## src/hw/rtl/u8sv_pkg.sv

```systemverilog
package u8sv_pkg;

  localparam int unsigned MaxBytesW = 16;
  localparam int unsigned StatusW   = 3;
  localparam int unsigned CpW       = 21;

  localparam logic [MaxBytesW-1:0] MAX_BYTES_RST = 16'd4096;

  localparam logic [StatusW-1:0] ST_VALID     = 3'd0;
  localparam logic [StatusW-1:0] ST_EMPTY     = 3'd1;
  localparam logic [StatusW-1:0] ST_TOO_LONG  = 3'd2;
  localparam logic [StatusW-1:0] ST_MALFORMED = 3'd3;
  localparam logic [StatusW-1:0] ST_CONTROL   = 3'd4;

  localparam logic [1:0] CLS_TWO   = 2'd0;
  localparam logic [1:0] CLS_THREE = 2'd1;
  localparam logic [1:0] CLS_FOUR  = 2'd2;

  localparam logic [7:0] CTRL_LIMIT = 8'h20;
  localparam logic [7:0] DEL_BYTE   = 8'h7F;
  localparam logic [7:0] ASCII_MAX  = 8'h7F;
  localparam logic [7:0] LEAD2_LO   = 8'hC2;
  localparam logic [7:0] LEAD2_HI   = 8'hDF;
  localparam logic [7:0] LEAD3_LO   = 8'hE0;
  localparam logic [7:0] LEAD3_HI   = 8'hEF;
  localparam logic [7:0] LEAD4_LO   = 8'hF0;
  localparam logic [7:0] LEAD4_HI   = 8'hF4;

  localparam logic [CpW-1:0] CP_MAX  = 21'h10FFFF;
  localparam logic [CpW-1:0] SURR_LO = 21'h00D800;
  localparam logic [CpW-1:0] SURR_HI = 21'h00DFFF;

  typedef struct packed {
    logic [1:0]     pend;
    logic [CpW-1:0] cp;
    logic [1:0]     min_cls;
    logic           malformed;
    logic           control;
  } u8sv_state_t;

  function automatic logic [CpW-1:0] class_min(input logic [1:0] cls);
    logic [CpW-1:0] v;
    case (cls)
      CLS_TWO:   v = 21'h000080;
      CLS_THREE: v = 21'h000800;
      default:   v = 21'h010000;
    endcase
    return v;
  endfunction

endpackage

```

## src/hw/rtl/u8sv_step.sv

```systemverilog
module u8sv_step import u8sv_pkg::*; #(
  parameter int unsigned LENGTH_BITS = 16
) (
  input  u8sv_state_t              st_i,
  input  logic [LENGTH_BITS:0]     cnt_i,
  input  logic [MaxBytesW-1:0]     max_bytes_i,
  input  logic [7:0]               data_byte_i,
  input  logic                     last_byte_i,
  input  logic                     string_empty_i,
  output u8sv_state_t              st_o,
  output logic [LENGTH_BITS:0]     cnt_o,
  output logic                     result_o,
  output logic [StatusW-1:0]       status_o,
  output logic [LENGTH_BITS:0]     byte_count_o
);

  localparam int unsigned CntW = LENGTH_BITS + 1;
  localparam int unsigned CmpW = (CntW > MaxBytesW + 1) ? CntW : MaxBytesW + 1;

  logic [MaxBytesW:0] cap;
  logic [CntW-1:0]    cnt;
  u8sv_state_t        st;
  logic               mal_end;

  assign cap = {1'b0, max_bytes_i} + {{MaxBytesW{1'b0}}, 1'b1};

  always_comb begin
    st      = st_i;
    cnt     = cnt_i;
    mal_end = 1'b0;
    if (CmpW'(cnt_i) < CmpW'(cap)) begin
      cnt = cnt_i + CntW'(1);
    end
    if (data_byte_i < CTRL_LIMIT || data_byte_i == DEL_BYTE) begin
      st.control = 1'b1;
    end
    if (st_i.pend == 2'd0) begin
      if (data_byte_i > ASCII_MAX) begin
        if (data_byte_i >= LEAD2_LO && data_byte_i <= LEAD2_HI) begin
          st.pend    = 2'd1;
          st.cp      = {16'd0, data_byte_i[4:0]};
          st.min_cls = CLS_TWO;
        end else if (data_byte_i >= LEAD3_LO && data_byte_i <= LEAD3_HI) begin
          st.pend    = 2'd2;
          st.cp      = {17'd0, data_byte_i[3:0]};
          st.min_cls = CLS_THREE;
        end else if (data_byte_i >= LEAD4_LO && data_byte_i <= LEAD4_HI) begin
          st.pend    = 2'd3;
          st.cp      = {18'd0, data_byte_i[2:0]};
          st.min_cls = CLS_FOUR;
        end else begin
          st.malformed = 1'b1;
        end
      end
    end else if (data_byte_i[7:6] != 2'b10) begin
      st.malformed = 1'b1;
      st.pend      = 2'd0;
      st.cp        = '0;
      st.min_cls   = CLS_TWO;
    end else begin
      st.cp   = {st_i.cp[CpW-7:0], data_byte_i[5:0]};
      st.pend = st_i.pend - 2'd1;
      if (st.pend == 2'd0) begin
        if (st.cp < class_min(st_i.min_cls) || st.cp > CP_MAX ||
            (st.cp >= SURR_LO && st.cp <= SURR_HI)) begin
          st.malformed = 1'b1;
        end
        st.cp      = '0;
        st.min_cls = CLS_TWO;
      end
    end
    mal_end = st.malformed || (st.pend != 2'd0);

    result_o     = last_byte_i || string_empty_i;
    byte_count_o = cnt;
    if (CmpW'(cnt) > CmpW'(max_bytes_i)) begin
      status_o = ST_TOO_LONG;
    end else if (mal_end) begin
      status_o = ST_MALFORMED;
    end else if (st.control) begin
      status_o = ST_CONTROL;
    end else begin
      status_o = ST_VALID;
    end
    if (string_empty_i) begin
      status_o     = ST_EMPTY;
      byte_count_o = '0;
    end

    if (result_o) begin
      st_o  = '0;
      cnt_o = '0;
    end else begin
      st_o  = st;
      cnt_o = cnt;
    end
  end

endmodule

```

## src/hw/rtl/u8sv_outreg.sv

```systemverilog
module u8sv_outreg import u8sv_pkg::*; #(
  parameter int unsigned LENGTH_BITS = 16
) (
  input  logic                  clk_i,
  input  logic                  rst_ni,
  input  logic                  load_i,
  input  logic [StatusW-1:0]    status_i,
  input  logic [LENGTH_BITS:0]  byte_count_i,
  output logic                  free_o,
  output logic                  out_valid_o,
  input  logic                  out_stall_i,
  output logic [StatusW-1:0]    status_o,
  output logic [LENGTH_BITS:0]  byte_count_o
);

  logic                 valid_q, valid_d;
  logic [StatusW-1:0]   status_q;
  logic [LENGTH_BITS:0] count_q;

  assign free_o  = !valid_q || !out_stall_i;
  assign valid_d = load_i || (valid_q && out_stall_i);

  always_ff @(posedge clk_i or negedge rst_ni) begin
    if (!rst_ni) begin
      valid_q <= 1'b0;
    end else begin
      valid_q <= valid_d;
    end
  end

  always_ff @(posedge clk_i) begin
    if (load_i) begin
      status_q <= status_i;
      count_q  <= byte_count_i;
    end
  end

  assign out_valid_o  = valid_q;
  assign status_o     = status_q;
  assign byte_count_o = count_q;

endmodule

```

## src/hw/rtl/utf8_string_validator_unit.sv

```systemverilog
// Channel   Direction  Handshake                 Payload
// in        request in in_valid_i / in_stall_o   data_byte_i, last_byte_i, string_empty_i
// out       result out out_valid_o / out_stall_i status_o, byte_count_o
// cfg       write in   cfg_we_i                  cfg_wdata_i (max_string_bytes)
//
// One request per cycle unless a stalled result holds the input; a last or empty request
// passes the input register and the decode step and loads the result register when free.
// A combinational decode step lies between the input register and the result register.
// Reset clears string state, valid bits and sets the length limit to 4096.
// Stalls on the result side hold only requests that end a string; other bytes pass.
module utf8_string_validator_unit import u8sv_pkg::*; #(
  parameter int unsigned LENGTH_BITS = 16
) (
  input  logic                  clk_i,
  input  logic                  rst_ni,
  input  logic                  cfg_we_i,
  input  logic [MaxBytesW-1:0]  cfg_wdata_i,
  input  logic                  in_valid_i,
  output logic                  in_stall_o,
  input  logic [7:0]            data_byte_i,
  input  logic                  last_byte_i,
  input  logic                  string_empty_i,
  output logic                  out_valid_o,
  input  logic                  out_stall_i,
  output logic [StatusW-1:0]    status_o,
  output logic [LENGTH_BITS:0]  byte_count_o
);

  logic [MaxBytesW-1:0] max_q;
  logic                 in_valid_q;
  logic [7:0]           byte_q;
  logic                 last_q;
  logic                 empty_q;
  u8sv_state_t          st_q, st_d;
  logic [LENGTH_BITS:0] cnt_q, cnt_d;
  logic                 result;
  logic [StatusW-1:0]   status;
  logic [LENGTH_BITS:0] res_count;
  logic                 out_free;
  logic                 go;
  logic                 take;

  assign go         = in_valid_q && (!result || out_free);
  assign in_stall_o = in_valid_q && !go;
  assign take       = in_valid_i && !in_stall_o;

  always_ff @(posedge clk_i or negedge rst_ni) begin
    if (!rst_ni) begin
      max_q      <= MAX_BYTES_RST;
      in_valid_q <= 1'b0;
      st_q       <= '0;
      cnt_q      <= '0;
    end else begin
      if (cfg_we_i) begin
        max_q <= cfg_wdata_i;
      end
      if (take) begin
        in_valid_q <= 1'b1;
      end else if (go) begin
        in_valid_q <= 1'b0;
      end
      if (go) begin
        st_q  <= st_d;
        cnt_q <= cnt_d;
      end
    end
  end

  always_ff @(posedge clk_i) begin
    if (take) begin
      byte_q  <= data_byte_i;
      last_q  <= last_byte_i;
      empty_q <= string_empty_i;
    end
  end

  u8sv_step #(.LENGTH_BITS(LENGTH_BITS)) u_step (
    .st_i           (st_q),
    .cnt_i          (cnt_q),
    .max_bytes_i    (max_q),
    .data_byte_i    (byte_q),
    .last_byte_i    (last_q),
    .string_empty_i (empty_q),
    .st_o           (st_d),
    .cnt_o          (cnt_d),
    .result_o       (result),
    .status_o       (status),
    .byte_count_o   (res_count)
  );

  u8sv_outreg #(.LENGTH_BITS(LENGTH_BITS)) u_outreg (
    .clk_i        (clk_i),
    .rst_ni       (rst_ni),
    .load_i       (go && result),
    .status_i     (status),
    .byte_count_i (res_count),
    .free_o       (out_free),
    .out_valid_o  (out_valid_o),
    .out_stall_i  (out_stall_i),
    .status_o     (status_o),
    .byte_count_o (byte_count_o)
  );

endmodule

```

## config.mk

```make
export PLATFORM = sky130hd
export DESIGN_NAME = utf8_string_validator_unit
export DESIGN_NICKNAME = d
export VERILOG_FILES = /design/src/hw/rtl/u8sv_pkg.sv /design/src/hw/rtl/u8sv_step.sv /design/src/hw/rtl/u8sv_outreg.sv /design/src/hw/rtl/utf8_string_validator_unit.sv
export SDC_FILE = /design/constraint.sdc
export NUM_CORES = 1
export LEC_CHECK = 0
export BUFFER_PORTS_ARGS = -buffer_cell sky130_fd_sc_hd__buf_4
export CORE_MARGIN = 4
export CORE_UTILIZATION = 65
export CTS_CLUSTER_SIZE = 12
export DETAILED_ROUTE_END_ITERATION = 10
export PLACE_DENSITY_LB_ADDON = 0.2
export SLEW_MARGIN = 5
export SYNTH_ARGS = -nofsm -noshare
export SYNTH_HDL_FRONTEND = slang
export SYNTH_HIERARCHICAL = 1
export SYNTH_SLANG_ARGS = --single-unit
export TNS_END_PERCENT = 100
```

## constraint.sdc

```tcl
create_clock -name clk_i -period 7.1 [get_ports clk_i]
set_clock_uncertainty 0.2 [all_clocks]
set_input_delay 1.42 -clock clk_i [delete_from_list [all_inputs] [get_ports clk_i]]
set_output_delay 1.42 -clock clk_i [all_outputs]
set_load 0.03 [all_outputs]
```

==> flow_summary.ini, run 1 <==
[logic_synthesis]
synth.avg_cell_area_sq_um = 10.4
syn-num-nets = 581
syn_area_sq_um = 5310
yosysWarnings = 6
synth_cells = 512

[cts]
clkTransAtPathRegs_ns = 0.09
cts.path.max_buffers = 2
tritoncts = built
h-tree-depth = 3
numCtsBuffers = 9
cts_setup_buffers = 0
postCtsHoldBufs = 0
clock-sinks = 86
cts_resized = 0
root_buffer = clkbuf_8
insertion_delay_ns = 0.36

[layout]
diodes = 0
stdcell_count = 666
seq_area_sq_um = 2300
n_fill_cell = 545
syn_to_final_growth_pct = 12.7
final_nets = 628
final_layout_size_suffix_gt1_share_pct = 24.1
mostFrequentLayoutCells = nor2_1 (61), dfrtp_1 (55), buf_4 (55), mux2_2 (51), inv_1 (43)
multiInputGateArea_sq_um = 2730
final_common_cell = nor2_1

[sta]
slew-limit-headroom_pct = 36.4
hold_viol = 0
holdWs_ns = 0.314
post-route-min-period_ns = 5.45
tightest_slew_ns = 0.955
finalMaxSlewViolations = 0
post-route-period-util_pct = 76.8
rsz0062_at_grt = no
setup_viol = 0
final.setup.tns_ns = 0
max_freq_mhz = 184

[worst_setup_path]
cp_top_family = simple AND/OR/NAND/NOR gates
slowest_delay_ns = 0.66
setup.worst_path.end_class = flip-flop
critPathLaunchType = flip-flop
required_ns = 6.98
crit_arrival_ns = 5.33
crit_fanout = 9
slowest_stage = a22oi_1
worstPathBufferInverterCount = 2
critical_path_class = flip-flop to flip-flop
cp_cell_sequence = and2_1 -> and4_1 -> nand3_1 -> nor2_1 -> nand2_1 -> xnor2_1 -> ha_1 -> nand4_1 -> nor2_1 -> a22oi_1 -> buf_6 -> nand4_1 -> xor2_1 -> inv_1 -> ha_1 -> a21o_1 -> a21o_1 -> a221o_1 -> nand3_1 -> and4b_1 -> a41oi_1

[route]
ant_nets = 0
drtIter0Drc = 302
drtPass1Iterations = 5
vias_per_cell = 6.35
num_vias = 4230
routed_wl_microns = 12200
wl_per_cell_microns = 18.2
route.detailed.drc = 0

[pwr]
p_int_mw = 0.849
ir_worst_vdd_v = 0.000138
power_frac_seq_pct = 48.3
swShare_pct = 28.2
p_switching_mw = 0.334
powerDensity_nw_per_um2 = 198
p_clk_share_pct = 34.1
p_leak_nw = 2.87
combPwrFrac_pct = 17.5

[run]
cap_violations = 0

[grt]
antenna_found_initial = 0
grtUsageTotal_pct = 25.8
grt_pass1_wl_microns = 20400
grt_max_degree = 57
grt_pass1_vias = 4175
overflow = 0

[min_path]
hold_path_class = flip-flop to flip-flop

[floorplan]
row_count = 32
die_h_microns = 98.4
ios = 53
die_x_microns = 98.4
start_util_pct = 67.6
die_area_sq_um = 9680
coreArea_sq_um = 7850

[place]
dp_cells = 649
dp_hpwl_microns = 8250
io_buffers = 52
gp_congestion = 0.990

[outcome]
status = finished clean
[metal layers]
metal	wire length, microns	up-vias	GRT usage, %
met2	5820	205	41.6
met1	5190	2062	35.9
met3	900	29	4.43
met4	240	0	7.67
met5	0	-	0
li1	-	1934	-
[registers in the layout, summed over array words and instances (netlist names)]
signal / cells
byte_q: 8
cnt_q: 17
empty_q: 1
in_valid_q: 1
last_q: 1
max_q: 16
st_q: 21
u_outreg/byte_count_o: 17
u_outreg/out_valid_o: 1
u_outreg/status_o: 3
[worst paths after layout]
kind | startpoint | endpoint | slack [ns] | cells past startpoint
setup / recovery | max_q[2] | u_outreg/status_o[1] | 1.65 | 21
hold / removal | max_q[10] | max_q[10] | 0.31 | 1
setup reg to reg | max_q[2] | u_outreg/status_o[1] | 1.65 | 21
max in group asynchronous | rst_ni | st_q[7] | 5.32 | 1
min in group asynchronous | rst_ni | max_q[0] | 0.90 | 1
hold reg to reg | max_q[10] | max_q[10] | 0.31 | 1
[power groups by stage]
stage / clock [mW] / combinational [mW] / sequential (mW)
3_3_place_gp: 0 / 0.194 / 0.580
3_5_place_dp: 0 / 0.201 / 0.582
4_1_cts: 0.404 / 0.205 / 0.572
5_1_grt: 0.427 / 0.225 / 0.576
2_1_floorplan: 0 / 0.127 / 0.591
6_report: 0.404 / 0.208 / 0.572
[final cells by class]
class / instances / share of cell area (%)
flip-flops and latches: 86 / 38.5
repair buffers: 56 / 7.09
clock inverters: 4 / 1.30
inverters: 43 / 2.70
clock buffers: 12 / 2.59
well taps: 102 / 2.13
multi-input cells: 363 / 45.7
[per-stage QoR]
stage                     utilization, %  power [mW]  setup WS, ns  area, sq um
after floorplan                        -       0.718          2.36         5310
after global placement              73.1       0.774          1.71         5740
after detailed placement            73.1       0.783          1.45         5740
after CTS                           76.1        1.18          1.41         5970
after global routing                76.2        1.23          1.25         5980
final                               76.2        1.18          1.65         5980
No activity file was read; power rests on OpenSTA's default activity.
==> run 2: changes to the inputs <==
--- a/config.mk
+++ b/config.mk
@@ -5,9 +5,10 @@
 export SDC_FILE = /design/constraint.sdc
 export NUM_CORES = 1
 export LEC_CHECK = 0
+export ABC_AREA = 1
 export BUFFER_PORTS_ARGS = -buffer_cell sky130_fd_sc_hd__buf_4
 export CORE_MARGIN = 4
-export CORE_UTILIZATION = 65
+export CORE_UTILIZATION = 61
 export CTS_CLUSTER_SIZE = 12
 export DETAILED_ROUTE_END_ITERATION = 10
 export PLACE_DENSITY_LB_ADDON = 0.2
==> constraint.sdc (replaced) <==
create_clock -name clk_i -period 5.6 [get_ports clk_i]
set_clock_uncertainty 0.2 [all_clocks]
set_input_delay 1.12 -clock clk_i [delete_from_list [all_inputs] [get_ports clk_i]]
set_output_delay 1.12 -clock clk_i [all_outputs]
set_load 0.03 [all_outputs]
==> run 2 against run 1 <==
Hold slack got worse by 0.027 ns. Count of clock-buffer cells in the layout fell by 2. Total power rose by 25%. Critical endpoint unchanged. Combinational power rose by 50%. Non-clock buffer count rose by 8. Cell count rose by 43%. Maximum frequency rose by 6.0%. Setup slack got worse by 1.2 ns.
==> flow_summary.ini, run 2 <==
[outcome]
status = finished clean

[cts]
numCtsBuffers = 9
h-tree-depth = 3
tritoncts = built
clock-sinks = 86
cts.path.max_buffers = 2
root_buffer = clkbuf_8
postCtsHoldBufs = 0
clkTransAtPathRegs_ns = 0.09
insertion_delay_ns = 0.37

[floorplan]
die_x_microns = 109
die_area_sq_um = 11800
die_h_microns = 109
coreArea_sq_um = 9820
ios = 53
start_util_pct = 62.8
row_count = 36

[sta]
final.setup.tns_ns = 0
rsz0062_at_grt = no
max_freq_mhz = 194
setup_viol = 0
slew-limit-headroom_pct = 32.5
tightest_slew_ns = 1.01
finalMaxSlewViolations = 0
post-route-period-util_pct = 91.8
hold_viol = 0
post-route-min-period_ns = 5.14

[route]
drt-met1-wl_microns = 6380
num_vias = 5231
routed_wl_microns = 14900
routed.top_layer = met4
ant_nets = 0
routed-wl-met3_microns = 856
route.detailed.drc = 0
drtIter0Drc = 485
drtPass1Iterations = 6
vias_per_cell = 5.51
wl_per_cell_microns = 15.7
dr_wl_met2_microns = 7410

[logic_synthesis]
syn-num-nets = 839
synth_cells = 770
synth.avg_cell_area_sq_um = 8.01
yosysWarnings = 6
syn_area_sq_um = 6170

[layout]
regMostFlops = st_q
n_fill_cell = 844
final_common_cell = nand2_1
mostFrequentLayoutCells = nand2_1 (182), inv_1 (102), nor2_1 (73), buf_4 (62), nand3_1 (57)
final_nets = 881
final_layout_size_suffix_gt1_share_pct = 18.7
final_cell_area_sq_um = 6770
largest_reg_flops = 21
syn_to_final_growth_pct = 9.78
diodes = 0

[worst_setup_path]
crit_top_cell = nand2_1
crit_arrival_ns = 5.05
required_ns = 5.51
crit_fanout = 6
slowest_stage = dfrtp_1
critical_path_class = flip-flop to flip-flop
setup.worst_path.end_class = flip-flop
critPathLaunchType = flip-flop
slowest_delay_ns = 0.42

[grt]
grtUsageTotal_pct = 26.7
antenna_found_initial = 0
grt_pass1_wl_microns = 24400
overflow = 0
grt_max_degree = 57
grt_pass1_vias = 5044

[pwr]
powerDensity_nw_per_um2 = 219
p_leak_nw = 3.44
ir_worst_vdd_v = 0.000254

[place]
gp_congestion = 0.912
dp_hpwl_microns = 10600
placed_area_sq_um = 6460
io_buffers = 52

[run]
cap_violations = 0

[min_path]
hold_path_class = flip-flop to flip-flop
==> run 2: final cells by class <==
type	instances	area (sq um)	share of cell area [%]
clock inverters	6	60.1	0.887
flip-flops and latches	86	2300	34.0
inverters	111	420	6.21
clock buffers	10	128	1.88
well taps	133	166	2.46
multi-input cells	540	3200	47.2
repair buffers	64	497	7.34
==> run 2: stage by stage <==
stage	setup WS, ns	hold WS, ns	utilization (%)	instances	power [mW]
detailed placement	0.288	0.263	65.8	924	1.05
floorplan	1.10	0.242	-	770	0.969
global route	0.000903	0.334	69.0	950	1.56
global placement	0.494	0.256	65.8	924	1.04
finish	0.458	0.287	69.0	950	1.48
CTS	0.261	0.284	67.7	940	1.49
==> run 2: critical path: cells and delay by family, from the launching register on <==
kind | cells | cell delay (ns)
fa+ha+maj | 3 | 0.78
buf+inv | 3 | 0.27
flops | 1 | 0.42
xor+xnor | 2 | 0.38
compound gates | 3 | 0.44
simple gates | 23 | 2.38
==> run 2: path summary, 6_finish.rpt <==
check | from | to | slack (ns) | cells after the start
max | max_q[0] | u_outreg/status_o[1] | 0.46 | 34
min | st_q[26] | st_q[26] | 0.29 | 2
max reg2reg | max_q[0] | u_outreg/status_o[1] | 0.46 | 34
max in group asynchronous | rst_ni | cnt_q[14] | 4.08 | 1
min reg2reg | st_q[26] | st_q[26] | 0.29 | 2
min in group asynchronous | rst_ni | st_q[7] | 0.61 | 1
==> run 2: metal layers <==
layer	vias to the layer above	track usage (%)
met1	2445	33.9
met2	199	45.5
met4	0	8.30
met5	-	0
met3	23	5.79
li1	2564	-
==> run 2: power breakdown <==
| group | internal [mW] | total, mW | switching, mW |
|---|---|---|---|
| clock network | 0.205 | 0.436 | 0.231 |
| logic | 0.104 | 0.313 | 0.210 |
| registers | 0.694 | 0.731 | 0.0370 |
==> run 2: repair_timing <==
item / in CTS / in global routing
hold endpoints to repair: 0 / 0
buffers inserted: 0 / 10
setup endpoints to repair: 0 / 3
resized for setup: 0 / 7
